--- config.mk ---
export PLATFORM = sky130hd
export DESIGN_NAME = beacon_fade_envelope_generator_top
export DESIGN_NICKNAME = d
export VERILOG_FILES = /design/src/rtl/core/bfeg_pkg.sv /design/src/rtl/core/beacon_fade_envelope_generator_top.sv
export SDC_FILE = /design/constraint.sdc
export NUM_CORES = 1
export LEC_CHECK = 0
export ABC_AREA = 1
export BUFFER_PORTS_ARGS = -buffer_cell sky130_fd_sc_hd__buf_4
export CAP_MARGIN = 25
export CORE_AREA = 2 2 248 189
export DETAILED_ROUTE_END_ITERATION = 10
export DIE_AREA = 0 0 250 191
export HOLD_SLACK_MARGIN = 0.03
export SLEW_MARGIN = 5
export SYNTH_ARGS = -nofsm -noshare
export SYNTH_HDL_FRONTEND = slang
export SYNTH_SLANG_ARGS = --single-unit
export TNS_END_PERCENT = 50
--- constraint.sdc ---
create_clock -name clk -period 9.8 [get_ports clk]
set_input_delay 1.96 -clock clk [delete_from_list [all_inputs] [get_ports clk]]
set_output_delay 1.96 -clock clk [all_outputs]
set_load 0.02 [all_outputs]
--- src/rtl/core/bfeg_pkg.sv ---
// package: shared types and constants of the beacon fade envelope generator
`timescale 1ns / 1ps
`default_nettype none

package bfeg_pkg;

    // envelope phases
    typedef enum logic [2:0] {
        PH_IDLE = 3'd0,
        PH_UP   = 3'd1,
        PH_TOP  = 3'd2,
        PH_DOWN = 3'd3,
        PH_ZERO = 3'd4
    } phase_t;

    // input action codes
    typedef enum logic [1:0] {
        ACT_TICK    = 2'd0,
        ACT_HOLD    = 2'd1,
        ACT_RELEASE = 2'd2,
        ACT_NONE    = 2'd3
    } action_t;

    localparam int unsigned TICKS_PER_SEC_DEF = 62;

    localparam logic [7:0]  TARGET_RESET  = 8'd60;
    localparam logic [7:0]  PERIOD_RESET  = 8'd2;
    localparam logic [7:0]  PERIOD_MAX    = 8'd255;

    localparam logic [16:0] UP_STEP_MS    = 17'd2;
    localparam logic [16:0] TOP_MS_PER_S  = 17'd250;
    localparam logic [16:0] ZERO_MS_PER_S = 17'd480;
    localparam logic [7:0]  DOWN_KNEE     = 8'd30;
    localparam logic [16:0] DOWN_FAST_MS  = 17'd5;
    localparam logic [16:0] DOWN_SLOW_MS  = 17'd8;
    localparam logic [8:0]  UP_INCR       = 9'd2;

endpackage

`default_nettype wire

--- src/rtl/core/beacon_fade_envelope_generator_top.sv ---
// top level: beacon brightness envelope generator with input and result registers
`timescale 1ns / 1ps
`default_nettype none

// The block steps a repeating beacon brightness envelope, one beat per millisecond
// tick: an even-level ramp up below target_level (2 ms per level), a hold at the
// target for period*250 ms, a ramp down to 1 (5 ms per level above 30, 8 ms at or below),
// and a dark hold for period*480 ms. A new envelope starts only while button_down is
// low. Hold beats report blink on whole seconds of hold_ticks, and release beats set
// period_seconds to 1 + hold_ticks / TICKS_PER_SEC, saturated at 255. Each input beat
// gives exactly one result beat. Throughput is one beat per clock while out_stall is
// low: an accepted beat is held in the input register, and the phase counter and the
// single 16 x 33 bit reciprocal multiply for the seconds math run between that
// register and the result register, from which the result is offered. in_stall rises
// only when the result register is full and stalled. target_level is written through
// the cfg channel, which is always ready; write it only while no beat is in flight.
module beacon_fade_envelope_generator_top #(
    parameter int unsigned TICKS_PER_SEC = bfeg_pkg::TICKS_PER_SEC_DEF
) (
    input  wire logic        clk,
    input  wire logic        rst_n,

    // config write channel
    input  wire logic        cfg_valid,
    output logic             cfg_ready,
    input  wire logic [7:0]  cfg_target_level,

    // input beats
    input  wire logic        in_valid,
    output logic             in_stall,
    input  wire logic [1:0]  action,
    input  wire logic [15:0] hold_ticks,
    input  wire logic        button_down,

    // result beats
    output logic             out_valid,
    input  wire logic        out_stall,
    output logic [7:0]       level,
    output logic             blink,
    output logic [7:0]       period_seconds
);

    // reciprocal of the tick rate, rounded up, scaled by 2^32; exact for 16-bit counts
    localparam logic [63:0] RECIP_W =
        ((64'd1 << 32) + 64'(TICKS_PER_SEC) - 64'd1) / 64'(TICKS_PER_SEC);
    localparam logic [32:0] RECIP = RECIP_W[32:0];

    // config register
    logic [7:0] target_reg;

    // input stage
    logic        v1_reg;
    logic [1:0]  act_in_reg;
    logic [15:0] ticks_in_reg;
    logic        btn_in_reg;

    // envelope state
    bfeg_pkg::phase_t phase_reg, phase_next;
    logic [7:0]  lvl_reg, lvl_next;
    logic [16:0] ms_reg, ms_next;
    logic [7:0]  period_reg, period_next;

    // result stage
    logic        v2_reg;
    logic [7:0]  out_level_reg;
    logic        out_blink_reg;
    logic [7:0]  out_period_reg;

    logic        move;
    logic        accept;
    logic        blink_next;

    // seconds math
    logic [48:0] prod;
    logic [16:0] quot;
    logic [31:0] frac;
    logic        whole_sec;

    // envelope step helpers
    logic [16:0] ms_dec;
    logic [8:0]  up_next;
    logic        start_req;
    logic        top_req;
    logic        down_req;
    logic [7:0]  down_lv;

    // handshake: stage 1 drains whenever the result register is free or being taken
    assign move      = v1_reg && (!v2_reg || !out_stall);
    assign in_stall  = v1_reg && !move;
    assign accept    = in_valid && !in_stall;
    assign cfg_ready = 1'b1;

    assign out_valid      = v2_reg;
    assign level          = out_level_reg;
    assign blink          = out_blink_reg;
    assign period_seconds = out_period_reg;

    // quotient in the high bits, divisibility from the fraction in the low bits
    assign prod      = 49'(ticks_in_reg) * 49'(RECIP);
    assign quot      = prod[48:32];
    assign frac      = prod[31:0];
    assign whole_sec = ({1'b0, frac} < RECIP);

    assign ms_dec  = (ms_reg != 17'd0) ? (ms_reg - 17'd1) : 17'd0;
    assign up_next = {1'b0, lvl_reg} + bfeg_pkg::UP_INCR;

    // config register
    always_ff @(posedge clk or negedge rst_n)
    begin
        if (!rst_n)
        begin
            target_reg <= bfeg_pkg::TARGET_RESET;
        end
        else if (cfg_valid && cfg_ready)
        begin
            target_reg <= cfg_target_level;
        end
    end

    // input register
    always_ff @(posedge clk or negedge rst_n)
    begin
        if (!rst_n)
        begin
            v1_reg <= 1'b0;
        end
        else if (accept)
        begin
            v1_reg <= 1'b1;
        end
        else if (move)
        begin
            v1_reg <= 1'b0;
        end
    end

    always_ff @(posedge clk)
    begin
        if (accept)
        begin
            act_in_reg   <= action;
            ticks_in_reg <= hold_ticks;
            btn_in_reg   <= button_down;
        end
    end

    // envelope state register
    always_ff @(posedge clk or negedge rst_n)
    begin
        if (!rst_n)
        begin
            phase_reg  <= bfeg_pkg::PH_IDLE;
            lvl_reg    <= 8'd0;
            ms_reg     <= 17'd0;
            period_reg <= bfeg_pkg::PERIOD_RESET;
        end
        else
        begin
            phase_reg  <= phase_next;
            lvl_reg    <= lvl_next;
            ms_reg     <= ms_next;
            period_reg <= period_next;
        end
    end

    // next state of the envelope and the result fields
    always_comb
    begin
        phase_next  = phase_reg;
        lvl_next    = lvl_reg;
        ms_next     = ms_reg;
        period_next = period_reg;
        blink_next  = 1'b0;
        start_req   = 1'b0;
        top_req     = 1'b0;
        down_req    = 1'b0;
        down_lv     = lvl_reg;

        if (move)
        begin
            case (act_in_reg)
                bfeg_pkg::ACT_TICK:
                begin
                    if (phase_reg == bfeg_pkg::PH_IDLE)
                    begin
                        start_req = !btn_in_reg;
                    end
                    else if (ms_dec != 17'd0)
                    begin
                        ms_next = ms_dec;
                    end
                    else
                    begin
                        // step ends on this tick
                        unique case (phase_reg)
                            bfeg_pkg::PH_UP:
                            begin
                                if (up_next < {1'b0, target_reg})
                                begin
                                    lvl_next = up_next[7:0];
                                    ms_next  = bfeg_pkg::UP_STEP_MS;
                                end
                                else
                                begin
                                    top_req = 1'b1;
                                end
                            end
                            bfeg_pkg::PH_TOP:
                            begin
                                down_req = 1'b1;
                                down_lv  = target_reg;
                            end
                            bfeg_pkg::PH_DOWN:
                            begin
                                down_req = 1'b1;
                                down_lv  = lvl_reg - 8'd1;
                            end
                            default:
                            begin
                                // end of the dark hold
                                if (btn_in_reg)
                                begin
                                    phase_next = bfeg_pkg::PH_IDLE;
                                    lvl_next   = 8'd0;
                                    ms_next    = 17'd0;
                                end
                                else
                                begin
                                    start_req = 1'b1;
                                end
                            end
                        endcase
                    end
                end
                bfeg_pkg::ACT_HOLD:
                begin
                    blink_next = whole_sec;
                end
                bfeg_pkg::ACT_RELEASE:
                begin
                    period_next = (quot >= 17'(bfeg_pkg::PERIOD_MAX)) ?
                                  bfeg_pkg::PERIOD_MAX : (quot[7:0] + 8'd1);
                end
                default:
                begin
                end
            endcase
        end

        // new envelope; a zero target skips straight to the top hold
        if (start_req)
        begin
            if (target_reg != 8'd0)
            begin
                phase_next = bfeg_pkg::PH_UP;
                lvl_next   = 8'd0;
                ms_next    = bfeg_pkg::UP_STEP_MS;
            end
            else
            begin
                top_req = 1'b1;
            end
        end

        if (top_req)
        begin
            phase_next = bfeg_pkg::PH_TOP;
            lvl_next   = target_reg;
            ms_next    = 17'(period_reg) * bfeg_pkg::TOP_MS_PER_S;
        end

        if (down_req)
        begin
            if (down_lv == 8'd0)
            begin
                phase_next = bfeg_pkg::PH_ZERO;
                lvl_next   = 8'd0;
                ms_next    = 17'(period_reg) * bfeg_pkg::ZERO_MS_PER_S;
            end
            else
            begin
                phase_next = bfeg_pkg::PH_DOWN;
                lvl_next   = down_lv;
                ms_next    = (down_lv > bfeg_pkg::DOWN_KNEE) ?
                             bfeg_pkg::DOWN_FAST_MS : bfeg_pkg::DOWN_SLOW_MS;
            end
        end
    end

    // result register
    always_ff @(posedge clk or negedge rst_n)
    begin
        if (!rst_n)
        begin
            v2_reg <= 1'b0;
        end
        else if (move)
        begin
            v2_reg <= 1'b1;
        end
        else if (!out_stall)
        begin
            v2_reg <= 1'b0;
        end
    end

    always_ff @(posedge clk)
    begin
        if (move)
        begin
            out_level_reg  <= lvl_next;
            out_blink_reg  <= blink_next;
            out_period_reg <= period_next;
        end
    end

    // every active step carries a nonzero duration
    a_busy_has_time: assert property (@(posedge clk) disable iff (!rst_n)
        phase_reg != bfeg_pkg::PH_IDLE |-> ms_reg != 17'd0)
        else $error("active phase with zero remaining time");

    // idle sits dark with a cleared counter
    a_idle_dark: assert property (@(posedge clk) disable iff (!rst_n)
        phase_reg == bfeg_pkg::PH_IDLE |-> (lvl_reg == 8'd0 && ms_reg == 17'd0))
        else $error("idle phase with nonzero level or counter");

    // ramp up stays on even levels
    a_up_even: assert property (@(posedge clk) disable iff (!rst_n)
        phase_reg == bfeg_pkg::PH_UP |-> lvl_reg[0] == 1'b0)
        else $error("odd level during ramp up");

    // ramp down never shows zero and uses short steps only
    a_down_range: assert property (@(posedge clk) disable iff (!rst_n)
        phase_reg == bfeg_pkg::PH_DOWN |-> (lvl_reg != 8'd0 &&
                                             ms_reg <= bfeg_pkg::DOWN_SLOW_MS))
        else $error("ramp down level or step length out of range");

    // state changes only while a beat moves into the result register
    a_state_on_move: assert property (@(posedge clk) disable iff (!rst_n)
        !move |=> ($stable(lvl_reg) && $stable(ms_reg) && $stable(period_reg)))
        else $error("envelope state changed without a beat");

endmodule

`default_nettype wire
==> qor.yml <==
sta:
  finalSetupViolCount: 0
  fin_skew_ns: 0.0108
  final-hold-violation-count: 0
  fmax_ghz: 0.177
  worst_pin_slew_ns: 0.857
  finalCritPeriodShare: 0.576
  rsz0062_at_grt: "no"
  fin_tns_setup_ns: 0
  slew_violations: 0
  hold_ws_ns: 0.477
  period_needed_ns: 5.64
  relSlewSlack: 0.427
layout:
  final_cell_mix: "313 x nand2_1, 248 x inv_1, 187 x ha_1"
  nets: 1833
  area_delta_synth_final_pct: 12.0
  antenna_cells: 0
  largest_reg_flops: 17
  final_common_cell: "nand2_1"
  drive_above_1_share: 0.0715
placed_design:
  portBuffers: 50
  gp_congestion: 0.950
  hpwl_um: 28800
run_status:
  outcome: "complete, no violations"
clock_tree:
  cts.repair.resized: 0
  clk_path_buf_depth: 2
  cts.htree.levels: 3
  ctsHoldBuffers: 0
  cts_num_sinks: 82
  clk_pin_slew_worst_paths_ns: 0.07
  clkLatencyLatePin_ns: 0.37
  root_buffer: "clkbuf_16"
  cts_tree: "yes"
  cts-buffers-inserted: 9
  cts_setup_buffers: 0
flow_run:
  drv_cap: 0
setup_path:
  path_class: "register to register"
  cp.arrival_ns: 5.85
  r2r_slack_ns: 4.16
  rr_endpoint: "period_seconds[3]$_DFFE_PP_"
  r2r-start: "ticks_in_reg[13]$_DFFE_PP_"
  worstSetupStartpointType: "register"
  worstPathMaxFanout: 5
  ff2ff_path_depth: 24
  worstPathRequired_ns: 10.00
  end_kind: "register"
logic_synthesis:
  post_synth.cell_area_avg_um2: 7.43
  synthXorXnorAreaFrac: 0.0428
  ys_warn_count: 0
  ys_types: 48
  seq_area_frac_synth: 0.199
  synthMuxAreaShare: 0
  async_flop_share: 0.561
  synth_compound_area_frac: 0.113
  synth_fp_nets: 1785
  synth_fa_ha_area_frac: 0.302
  synth_enable_flop_cells: 36
  synthFlopType: "dfrtp_1"
  syn_area_um2: 11200
  synth_top_family_by_area: "adder cells"
  syn_inst: 1513
  synthSimpleGateAreaFrac: 0.249
  ys_ff_latch: 82
drt:
  vias: 10300
  avgViaCountPerCell: 4.76
  drtPass1Iterations: 5
  drtAntennaViolNets: 0
  wl_um: 34300
  drtIter0Drc: 815
  drc_errors: 0
  wire_per_inst_um: 15.9
global_route:
  gr-usage-all-layers: 0.147
  first_global_vias: 10000
  overflow: 0
  antenna_found_initial: 0
  grt_max_degree: 47
  grt_pass1_wl_um: 55300
die:
  ioPinCount: 52
  dieWidth_um: 250
  row_count: 68
  die_area_um2: 47800
  die_y_um: 191
  core_area_um2: 45400
  initial_core_util: 0.247
worst_hold_path:
  min_from: "v1_reg$_DFFE_PN0P_"
  hp-class: "register to register"
  worstHoldEndpoint: "out_valid$_DFFE_PN0P_"
  holdPathStages: 2
per-stage QoR:
step           std cells  setup slack [ns]  instance area [µm²]  utilization
6_report            2161              4.16                12600        0.277
5_1_grt             2161              3.78                12600        0.277
2_1_floorplan       1513              4.95                11200            -
3_3_place_gp        2144              4.43                12300        0.271
3_5_place_dp        2144              4.32                12300        0.271
4_1_cts             2160              4.23                12600        0.277
how the worst max path moves through the flow:
stage | start | to | slack (ns) | cells past startpoint
floorplan | ticks_in_reg[14]$_DFFE_PP_ | period_seconds[6]$_DFFE_PP_ | 4.95 | 25
global placement | ticks_in_reg[13]$_DFFE_PP_ | period_seconds[3]$_DFFE_PP_ | 4.43 | 24
detailed placement | ticks_in_reg[14]$_DFFE_PP_ | period_seconds[3]$_DFFE_PP_ | 4.32 | 25
CTS | ticks_in_reg[13]$_DFFE_PP_ | period_seconds[5]$_DFFE_PP_ | 4.23 | 24
global route | ticks_in_reg[14]$_DFFE_PP_ | period_seconds[3]$_DFFE_PP_ | 3.78 | 24
finish | ticks_in_reg[13]$_DFFE_PP_ | period_seconds[3]$_DFFE_PP_ | 4.16 | 24
synth_stat cells (8+ instances only):
library cell | instances | area, µm²
fa_1 | 53 | 1060
o21ai_1 | 9 | 45.0
o21bai_1 | 8 | 60.1
dfrtp_1 | 41 | 1030
nand3_1 | 90 | 450
nand2_2 | 10 | 62.6
nand2_1 | 313 | 1170
a31oi_1 | 9 | 56.3
nand4_1 | 24 | 150
edfxtp_1 | 36 | 1080
nand3b_1 | 12 | 90.1
ha_1 | 187 | 2340
o211ai_1 | 12 | 90.1
o21ai_0 | 84 | 420
a21oi_1 | 73 | 365
o22ai_1 | 8 | 50.1
xor2_1 | 38 | 333
inv_1 | 248 | 931
clkbuf_1 | 9 | 33.8
nor2_1 | 141 | 529
nor3_1 | 19 | 95.1
xnor2_1 | 17 | 149
critical path: stages, from the launching register on:
cell and delay [ns]:
edfxtp_1 0.47, ha_1 0.32, inv_1 0.05, fa_1 0.50, inv_1 0.06, fa_1 0.58
fa_1 0.44, ha_1 0.31, ha_1 0.38, nand2_1 0.11, nor2_1 0.15, inv_1 0.09
nor2_1 0.17, nand2_1 0.07, nand2_1 0.12, nand3_1 0.09, nand2_1 0.10, xor2_1 0.32
ha_1 0.25, nand2_1 0.09, nor2_1 0.20, nand3_1 0.19, nand3_1 0.19, nor2_1 0.07
nor2_1 0.14
layout make-up:
| class | count | area, µm² |
|---|---|---|
| fill | 5005 | 32800 |
| multi-input combinational | 1162 | 7970 |
| sequential | 82 | 2240 |
| inverter | 252 | 946 |
| tap | 595 | 744 |
| timing repair buffer | 54 | 425 |
| clock buffer | 10 | 229 |
| clock inverter | 6 | 46.3 |
logic make-up (layout without fill, tap and decap cells):
family                     Yosys count  count (layout)
DFF                                 82              82
AOI/OAI and AO/OA                  227             227
xor gates and xnor gates            55              55
adders and majority gates          240             240
other                                1               1
and+or+nand+nor                    639             639
buffers and inverters              269             322
layer usage:
layer	part of all wire	vias up	GRT usage
met2	0.40	309	0.210
met4	0.015	0	0.0382
met1	0.52	4882	0.223
met3	0.067	25	0.0300
li1	-	5078	-
met5	0	-	0
Power is left out: the tool's default activity adds up to more than one toggle a clock period on the data nets, which glitch-free logic cannot reach.
